<file path="src/hw/rtl/scfp_pkg.sv">
// ----------------------------------------------------------------------------
// scfp_pkg
// Shared types and constants of the checksummed response-frame parser.
// ----------------------------------------------------------------------------
package scfp_pkg;

   localparam int BYTE_W      = 8;
   localparam int LEN_W       = 16;
   localparam int CSR_INDEX_W = 1;

   localparam logic [BYTE_W-1:0] HDR0 = 8'h53;
   localparam logic [BYTE_W-1:0] HDR1 = 8'h59;

   localparam logic [CSR_INDEX_W-1:0] CSR_CONTROL = 1'b0;
   localparam logic [CSR_INDEX_W-1:0] CSR_COMMAND = 1'b1;

   typedef enum logic [3:0] {
      PH_HUNT  = 4'd0,
      PH_HEAD  = 4'd1,
      PH_CTRL  = 4'd2,
      PH_CMD   = 4'd3,
      PH_LENH  = 4'd4,
      PH_LENL  = 4'd5,
      PH_DATA  = 4'd6,
      PH_SUM   = 4'd7,
      PH_TAIL1 = 4'd8,
      PH_TAIL2 = 4'd9
   } phase_type;

   typedef enum logic [1:0] {
      EV_PAYLOAD  = 2'd0,
      EV_COMPLETE = 2'd1,
      EV_MISMATCH = 2'd2
   } event_type;

   typedef struct packed {
      logic [BYTE_W-1:0] control;
      logic [BYTE_W-1:0] command;
   } cfg_type;

   typedef struct packed {
      event_type         event_res;
      logic [BYTE_W-1:0] data_byte;
      logic [LEN_W-1:0]  byte_index;
      logic [LEN_W-1:0]  frame_length;
      logic              last;
   } rsp_type;

   typedef struct packed {
      logic    valid;
      rsp_type data;
   } result_type;

endpackage

</file>
<file path="src/hw/rtl/scfp_req_if.sv">
// ----------------------------------------------------------------------------
// scfp_req_if
// Received-byte channel: one serial byte per item.
// ----------------------------------------------------------------------------
interface scfp_req_if;
   logic       valid;
   logic       ready;
   logic [7:0] rx_byte;

   modport source (output valid, output rx_byte, input ready);
   modport sink   (input valid, input rx_byte, output ready);
endinterface

</file>
<file path="src/hw/rtl/scfp_rsp_if.sv">
// ----------------------------------------------------------------------------
// scfp_rsp_if
// Parser event channel: payload bytes, frame completion, checksum mismatch.
// ----------------------------------------------------------------------------
interface scfp_rsp_if;
   logic        valid;
   logic        ready;
   logic [1:0]  event_res;
   logic [7:0]  data_byte;
   logic [15:0] byte_index;
   logic [15:0] frame_length;
   logic        last;

   modport source (output valid, output event_res, output data_byte, output byte_index,
                   output frame_length, output last, input ready);
   modport sink   (input valid, input event_res, input data_byte, input byte_index,
                   input frame_length, input last, output ready);
endinterface

</file>
<file path="src/hw/rtl/scfp_parser.sv">
// ----------------------------------------------------------------------------
// scfp_parser
// Frame state machine: tracks header, control, command, length, payload,
// checksum and tail; produces at most one result per accepted byte.
// ----------------------------------------------------------------------------
module scfp_parser (
   input  logic                       clock,
   input  logic                       reset,
   input  logic                       step,
   input  logic [7:0]                 rx_byte,
   input  scfp_pkg::cfg_type          cfg,
   output scfp_pkg::result_type       result
);
   import scfp_pkg::*;

   phase_type         phase_ff, phase_in;
   logic [LEN_W-1:0]  length_ff, length_in;
   logic [LEN_W-1:0]  count_ff, count_in;
   logic [BYTE_W-1:0] sum_ff, sum_in;
   logic [LEN_W-1:0]  count_next;
   logic [LEN_W-1:0]  length_low;

   assign count_next = count_ff + LEN_W'(1);
   assign length_low = {length_ff[LEN_W-1:BYTE_W], rx_byte};

   always_ff @(posedge clock) begin
      if (reset) begin
         phase_ff <= PH_HUNT;
      end else begin
         phase_ff <= phase_in;
      end
      length_ff <= length_in;
      count_ff  <= count_in;
      sum_ff    <= sum_in;
   end

   always_comb begin
      phase_in                 = phase_ff;
      length_in                = length_ff;
      count_in                 = count_ff;
      sum_in                   = sum_ff;
      result.valid             = 1'b0;
      result.data.event_res    = EV_PAYLOAD;
      result.data.data_byte    = rx_byte;
      result.data.byte_index   = '0;
      result.data.frame_length = length_ff;
      result.data.last         = 1'b0;
      if (step) begin
         case (phase_ff)
            PH_HEAD: begin
               if (rx_byte == HDR1) begin
                  sum_in   = sum_ff + rx_byte;
                  phase_in = PH_CTRL;
               end else begin
                  phase_in = PH_HUNT;
               end
            end
            PH_CTRL: begin
               if (rx_byte == cfg.control) begin
                  sum_in   = sum_ff + rx_byte;
                  phase_in = PH_CMD;
               end else begin
                  phase_in = PH_HUNT;
               end
            end
            PH_CMD: begin
               if (rx_byte == cfg.command) begin
                  sum_in   = sum_ff + rx_byte;
                  phase_in = PH_LENH;
               end else begin
                  phase_in = PH_HUNT;
               end
            end
            PH_LENH: begin
               sum_in    = sum_ff + rx_byte;
               length_in = {rx_byte, {BYTE_W{1'b0}}};
               phase_in  = PH_LENL;
            end
            PH_LENL: begin
               sum_in    = sum_ff + rx_byte;
               length_in = length_low;
               count_in  = '0;
               phase_in  = (length_low == '0) ? PH_SUM : PH_DATA;
            end
            PH_DATA: begin
               sum_in                 = sum_ff + rx_byte;
               count_in               = count_next;
               if (count_next == length_ff) begin
                  phase_in = PH_SUM;
               end
               result.valid           = 1'b1;
               result.data.byte_index = count_ff;
            end
            PH_SUM: begin
               if (rx_byte == sum_ff) begin
                  phase_in = PH_TAIL1;
               end else begin
                  phase_in              = PH_HUNT;
                  result.valid          = 1'b1;
                  result.data.event_res = EV_MISMATCH;
                  result.data.last      = 1'b1;
               end
            end
            PH_TAIL1: begin
               phase_in = PH_TAIL2;
            end
            PH_TAIL2: begin
               phase_in              = PH_HUNT;
               result.valid          = 1'b1;
               result.data.event_res = EV_COMPLETE;
               result.data.last      = 1'b1;
            end
            default: begin
               if (rx_byte == HDR0) begin
                  sum_in   = HDR0;
                  count_in = '0;
                  phase_in = PH_HEAD;
               end else begin
                  phase_in = PH_HUNT;
               end
            end
         endcase
      end
   end

endmodule

</file>
<file path="src/hw/rtl/sum_checked_frame_parser.sv">
// ----------------------------------------------------------------------------
// sum_checked_frame_parser
// Parses 0x53 0x59 response frames from a received byte stream, checks the
// control/command bytes and the 8-bit additive checksum, and reports events.
// ----------------------------------------------------------------------------
//   channel   dir  handshake     payload
//   req_chan  in   valid/ready   rx_byte
//   rsp_chan  out  valid/ready   event_res, data_byte, byte_index,
//                                frame_length, last
//   csr_*     in   csr_we        csr_index, csr_wdata
//
// One item per cycle while the output is not stalled; the result of an item shows
// in the cycle after accept, from the output register.
// Input ready drops only while a result sits unaccepted in that register.
// Reset (synchronous) clears the parser phase, output valid and both
// configuration registers.
// ----------------------------------------------------------------------------
module sum_checked_frame_parser (
   input  logic                                 clock,
   input  logic                                 reset,
   scfp_req_if.sink                             req_chan,
   scfp_rsp_if.source                           rsp_chan,
   input  logic                                 csr_we,
   input  logic [scfp_pkg::CSR_INDEX_W-1:0]     csr_index,
   input  logic [scfp_pkg::BYTE_W-1:0]          csr_wdata
);
   import scfp_pkg::*;

   cfg_type    cfg_ff, cfg_in;
   logic       rsp_valid_ff, rsp_valid_in;
   rsp_type    rsp_ff, rsp_in;
   result_type result;
   logic       req_ready;
   logic       req_accept;

   assign req_ready      = !rsp_valid_ff || rsp_chan.ready;
   assign req_accept     = req_chan.valid && req_ready;
   assign req_chan.ready = req_ready;

   scfp_parser u_parser (
      .clock   (clock),
      .reset   (reset),
      .step    (req_accept),
      .rx_byte (req_chan.rx_byte),
      .cfg     (cfg_ff),
      .result  (result)
   );

   always_comb begin
      cfg_in = cfg_ff;
      if (csr_we) begin
         case (csr_index)
            CSR_CONTROL: cfg_in.control = csr_wdata;
            CSR_COMMAND: cfg_in.command = csr_wdata;
            default:     cfg_in = cfg_ff;
         endcase
      end
   end

   always_comb begin
      rsp_valid_in = rsp_valid_ff;
      rsp_in       = rsp_ff;
      if (req_ready) begin
         rsp_valid_in = req_accept && result.valid;
         if (req_accept && result.valid) begin
            rsp_in = result.data;
         end
      end
   end

   always_ff @(posedge clock) begin
      if (reset) begin
         cfg_ff       <= '0;
         rsp_valid_ff <= 1'b0;
      end else begin
         cfg_ff       <= cfg_in;
         rsp_valid_ff <= rsp_valid_in;
      end
      rsp_ff <= rsp_in;
   end

   assign rsp_chan.valid        = rsp_valid_ff;
   assign rsp_chan.event_res    = rsp_ff.event_res;
   assign rsp_chan.data_byte    = rsp_ff.data_byte;
   assign rsp_chan.byte_index   = rsp_ff.byte_index;
   assign rsp_chan.frame_length = rsp_ff.frame_length;
   assign rsp_chan.last         = rsp_ff.last;

`ifndef SYNTHESIS
   a_stall_blocks_input : assert property (@(posedge clock) disable iff (reset)
      (rsp_valid_ff && !rsp_chan.ready) |-> !req_chan.ready)
      else $error("input taken while result stalled");

   a_index_in_range : assert property (@(posedge clock) disable iff (reset)
      (rsp_valid_ff && rsp_ff.event_res == EV_PAYLOAD) |->
         (rsp_ff.byte_index < rsp_ff.frame_length))
      else $error("payload index beyond frame length");

   a_last_on_end : assert property (@(posedge clock) disable iff (reset)
      rsp_valid_ff |-> (rsp_ff.last == (rsp_ff.event_res != EV_PAYLOAD)))
      else $error("last flag does not match event");

   a_reset_clears : assert property (@(posedge clock)
      reset |=> !rsp_valid_ff)
      else $error("result valid after reset");
`endif

endmodule

</file>
<file path="src/flat_wrapper.sv">
// flat-port wrapper written by rule: the top's interface ports become plain ports
module sum_checked_frame_parser_flat import scfp_pkg::*;
  (clock, reset, csr_we, csr_index, csr_wdata, req_chan_valid, req_chan_rx_byte, req_chan_ready, rsp_chan_valid, rsp_chan_event_res, rsp_chan_data_byte, rsp_chan_byte_index, rsp_chan_frame_length, rsp_chan_last, rsp_chan_ready);
  scfp_req_if req_chan_i ();
  scfp_rsp_if rsp_chan_i ();
  input  logic clock;
  input  logic reset;
  input  logic csr_we;
  input  logic [scfp_pkg::CSR_INDEX_W-1:0] csr_index;
  input  logic [scfp_pkg::BYTE_W-1:0] csr_wdata;
  input wire logic [$bits(req_chan_i.valid)-1:0] req_chan_valid;
  input wire logic [$bits(req_chan_i.rx_byte)-1:0] req_chan_rx_byte;
  output wire logic [$bits(req_chan_i.ready)-1:0] req_chan_ready;
  output wire logic [$bits(rsp_chan_i.valid)-1:0] rsp_chan_valid;
  output wire logic [$bits(rsp_chan_i.event_res)-1:0] rsp_chan_event_res;
  output wire logic [$bits(rsp_chan_i.data_byte)-1:0] rsp_chan_data_byte;
  output wire logic [$bits(rsp_chan_i.byte_index)-1:0] rsp_chan_byte_index;
  output wire logic [$bits(rsp_chan_i.frame_length)-1:0] rsp_chan_frame_length;
  output wire logic [$bits(rsp_chan_i.last)-1:0] rsp_chan_last;
  input wire logic [$bits(rsp_chan_i.ready)-1:0] rsp_chan_ready;
  assign req_chan_i.valid = req_chan_valid;
  assign req_chan_i.rx_byte = req_chan_rx_byte;
  assign req_chan_ready = req_chan_i.ready;
  assign rsp_chan_valid = rsp_chan_i.valid;
  assign rsp_chan_event_res = rsp_chan_i.event_res;
  assign rsp_chan_data_byte = rsp_chan_i.data_byte;
  assign rsp_chan_byte_index = rsp_chan_i.byte_index;
  assign rsp_chan_frame_length = rsp_chan_i.frame_length;
  assign rsp_chan_last = rsp_chan_i.last;
  assign rsp_chan_i.ready = rsp_chan_ready;
  sum_checked_frame_parser u_core (.clock(clock), .reset(reset), .req_chan(req_chan_i), .rsp_chan(rsp_chan_i), .csr_we(csr_we), .csr_index(csr_index), .csr_wdata(csr_wdata));
endmodule
</file>
<file path="config.mk">
export PLATFORM = sky130hd
export DESIGN_NAME = sum_checked_frame_parser_flat
export DESIGN_NICKNAME = d
export VERILOG_FILES = /design/src/hw/rtl/scfp_pkg.sv /design/src/hw/rtl/scfp_req_if.sv /design/src/hw/rtl/scfp_rsp_if.sv /design/src/hw/rtl/scfp_parser.sv /design/src/hw/rtl/sum_checked_frame_parser.sv /design/src/flat_wrapper.sv
export SDC_FILE = /design/constraint.sdc
export NUM_CORES = 1
export LEC_CHECK = 0
export BUFFER_PORTS_ARGS = -buffer_cell sky130_fd_sc_hd__buf_4
export CORE_UTILIZATION = 55
export CTS_BUF_LIST = sky130_fd_sc_hd__clkbuf_4 sky130_fd_sc_hd__clkbuf_8
export CTS_CLUSTER_SIZE = 8
export DETAILED_ROUTE_END_ITERATION = 7
export HOLD_SLACK_MARGIN = 0.03
export PLACE_DENSITY = 0.79
export SYNTH_ARGS = -nofsm -noshare
export SYNTH_HDL_FRONTEND = slang
export SYNTH_SLANG_ARGS = --single-unit
export TNS_END_PERCENT = 50
</file>
<file path="constraint.sdc">
create_clock -name clock -period 5.08 [get_ports clock]
set_input_delay 0.254 -clock clock [delete_from_list [all_inputs] [get_ports clock]]
set_output_delay 0.254 -clock clock [all_outputs]
set_load 0.1 [all_outputs]
</file>
==> impl_metrics.yaml <==
finish:
  final.fill_count: 751
  antenna_cells: 0
  drive_gt1_frac: 0.1954
  final_cell_mix: "83 x edfxtp_1, 70 x buf_4, 38 x nor2_1, 33 x nand2_1, 26 x xnor2_1"
  layout.nets: 553
  multi_input_area_um2: 2191
  seqCellArea_um2: 2913
  syn2layout_area_growth_pct: 13.56
  fin_util: 0.6469
  mostFrequentLayoutCell: "edfxtp_1"
sta:
  worst_pin_slew_ns: 1.008
  max_slew_margin: 0.3241
  slew_viol_final: 0
  finalHoldViolations: 0
  worst_slack_ns: 2.327
  finalCriticalPeriod_ns: 2.753
  rsz0062_at_grt: "false"
  clock_skew_ns: 0.01238
  fmax_mhz: 363.3
  finalSetupTns_ns: 0
  setup_viol: 0
  post-route-period-util: 0.5419
pwr:
  leakage_uw: 0.002167
  swShare: 0.2297
  clkPwrFrac: 0.324
  switchingPower_uw: 346.8
  p_int_uw: 1163
  power.density_nw_per_um2: 251.4
  ir_worst_vdd_mv: 0.1821
  pwr-share-seq: 0.613
  p_comb_frac: 0.063
global_routing:
  antenna_found_initial: 0
  grt_pass1_wl_um: 18180
  grt_start_max_net_pins: 44
  grt_usage: 0.2393
  grt_pass1_vias: 3590
  grt-ovfl-total: 0
place:
  hpwlAfterDp_um: 8029
  gp_congestion: 0.9630
  io_buffers: 66
  place_ws_ns: 2.384
critical_path:
  crit_type: "reg2reg"
  cp.required_ns: 5.39
  worst_ep_arrival_time_ns: 3.06
  cp-start-kind: "register"
  worst_setup_path_end_kind: "register"
  cp_max_fo: 11
  reg2reg_slack_ns: 2.33
drt:
  avgRoutedWirePerCell_um: 17.20
  vias: 3809
  antenna_left: 0
  via_per_inst: 5.806
  drc: 0
  firstDrtPassIters: 5
  drtIter0Drc: 204
  wl_um: 11290
floorplanning:
  start_util: 0.5697
  num_rows: 35
  io_pins: 67
  core_um2: 9284
  die_w_um: 100.1
  dieHeight_um: 100.1
  dieArea_um2: 10010
worst_hold_path:
  holdCritPathClass: "in2reg"
logic_synthesis:
  ys_seq_elements: 104
  syn_area_um2: 5289
  ys_top_cells_by_area: "edfxtp_1 47%, dfxtp_1 7.9%, xnor2_1 4.3%, xor2_1 2.8%, nor2_1 2.7%"
  synth_flop_cell: "edfxtp_1"
  yosys.area.top_type: "edfxtp_1"
  syn_nets: 500
  ys_seq_area_frac: 0.5507
  synth_edf_count: 83
  ys_async_sr_fraction: 0
  syn_inst: 469
  synthDominantCellAreaShare: 0.4713
  avgSynthCellArea_um2: 11.28
  yosysUniqueCellTypes: 68
  yosysWarningCount: 0
flow_run:
  drv_cap: 0
clocking:
  cts_buffers: 9
  clock-sinks: 104
  hold_buffers: 0
  clk_pin_slew_ns: 0.10
  clk-insertion-delay-late_ns: 0.38
  cts_tree: "done"
  htreeDepth: 3
  clock-root-buffer: "clkbuf_8"
  cts_max_path_buffers: 2
  postCtsSetupBuffers: 0
  post_cts_resized: 0
outcome:
  status: "finished, final reports clean"
final timing paths:
check	startpoint	end	cells past startpoint
setup / recovery	u_core.u_parser.count_ff[0]	u_core.u_parser.phase_ff[0]	7
hold / removal	csr_wdata[4]	u_core.cfg_ff[12]	3
setup reg to reg	u_core.u_parser.count_ff[0]	u_core.u_parser.phase_ff[0]	7
hold reg to reg	u_core.cfg_ff[6]	u_core.cfg_ff[6]	2
flip-flops by register name, indices dropped and copies added, names as in the netlist, 2 cells and up:
signal	flops
u_core.cfg_ff	16
u_core.rsp_chan.byte_index	16
u_core.rsp_chan.data_byte	8
u_core.rsp_chan.event_res	2
u_core.rsp_chan.frame_length	16
u_core.u_parser.count_ff	16
u_core.u_parser.length_ff	16
u_core.u_parser.phase_ff	4
u_core.u_parser.sum_ff	8
through the flow:
stage / std cells / total power (µW) / cell area [µm²] / hold WS [ns]
6_report: 656 / 1510 / 6006 / 0.1187
5_1_grt: 656 / 1562 / 6006 / 0.1300
4_1_cts: 656 / 1512 / 6006 / 0.1132
3_5_place_dp: 640 / 1039 / 5824 / 0.4581
3_3_place_gp: 640 / 1035 / 5824 / 0.4566
2_1_floorplan: 469 / 1005 / 5289 / 0.3529
critical path: stages, from the launching register on:
cell and delay [ns]:
edfxtp_1 0.48, ha_1 0.25, nand3_1 0.37, nor3_1 0.47, xor3_1 0.28, a211o_1 0.23
or4_4 0.48, o221ai_2 0.12
power by group through the flow:
stage                     combinational [µW]  clock [µW]  sequential, µW
final                                   94.9         490             925
after global routing                     105         530             926
after CTS                               94.8         492             925
after detailed placement                94.6           0             945
after global placement                  90.8           0             944
after floorplan                         63.5           0             941
per-layer routing:
metal / track usage / part of all wire / routed length [µm] / vias up
li1: - / - / - / 1831
met3: 0.04387 / 0.045 / 512 / 33
met4: 0.1070 / 0.030 / 333 / 0
met1: 0.2955 / 0.41 / 4679 / 1810
met2: 0.4117 / 0.51 / 5761 / 135
met5: 0 / 0 / 0 / -
logic make-up after synthesis:
| kind of cell | share of synthesized area |
|---|---|
| and+or+nand+nor | 0.2089 |
| adders and majority gates | 0.02271 |
| buffers and inverters | 0.03596 |
| AOI/OAI and AO/OA | 0.08706 |
| DFF | 0.5507 |
| muxes | 0.01893 |
| xor gates and xnor gates | 0.07570 |
Yosys cell counts, drive strengths merged, types with 2 or more instances:
cell type	number
a211o	2
a211oi	3
a21boi	2
a21o	2
a21oi	21
a22oi	2
a31oi	4
and2	9
and3	17
and4	2
buf	8
clkbuf	20
dfxtp	21
edfxtp	83
ha	8
inv	9
mux2i	10
nand2	33
nand2b	8
nand3	17
nand4	9
nor2	38
nor2b	12
nor3	14
nor3b	3
nor4	12
o21a	2
o21ai	16
o221ai	2
o31a	2
or2	2
or3	9
or4	5
xnor2	26
xor2	17
area by class of cell:
| cell class | instances | area share |
|---|---|---|
| repair buffers | 70 | 0.08750 |
| inverters | 9 | 0.005625 |
| clock buffers | 12 | 0.02542 |
| multi-input cells | 328 | 0.3648 |
| well taps | 129 | 0.02688 |
| clock inverters | 4 | 0.004792 |
| flip-flops and latches | 104 | 0.4850 |
Note: power is estimated with default switching activity, not from simulation.
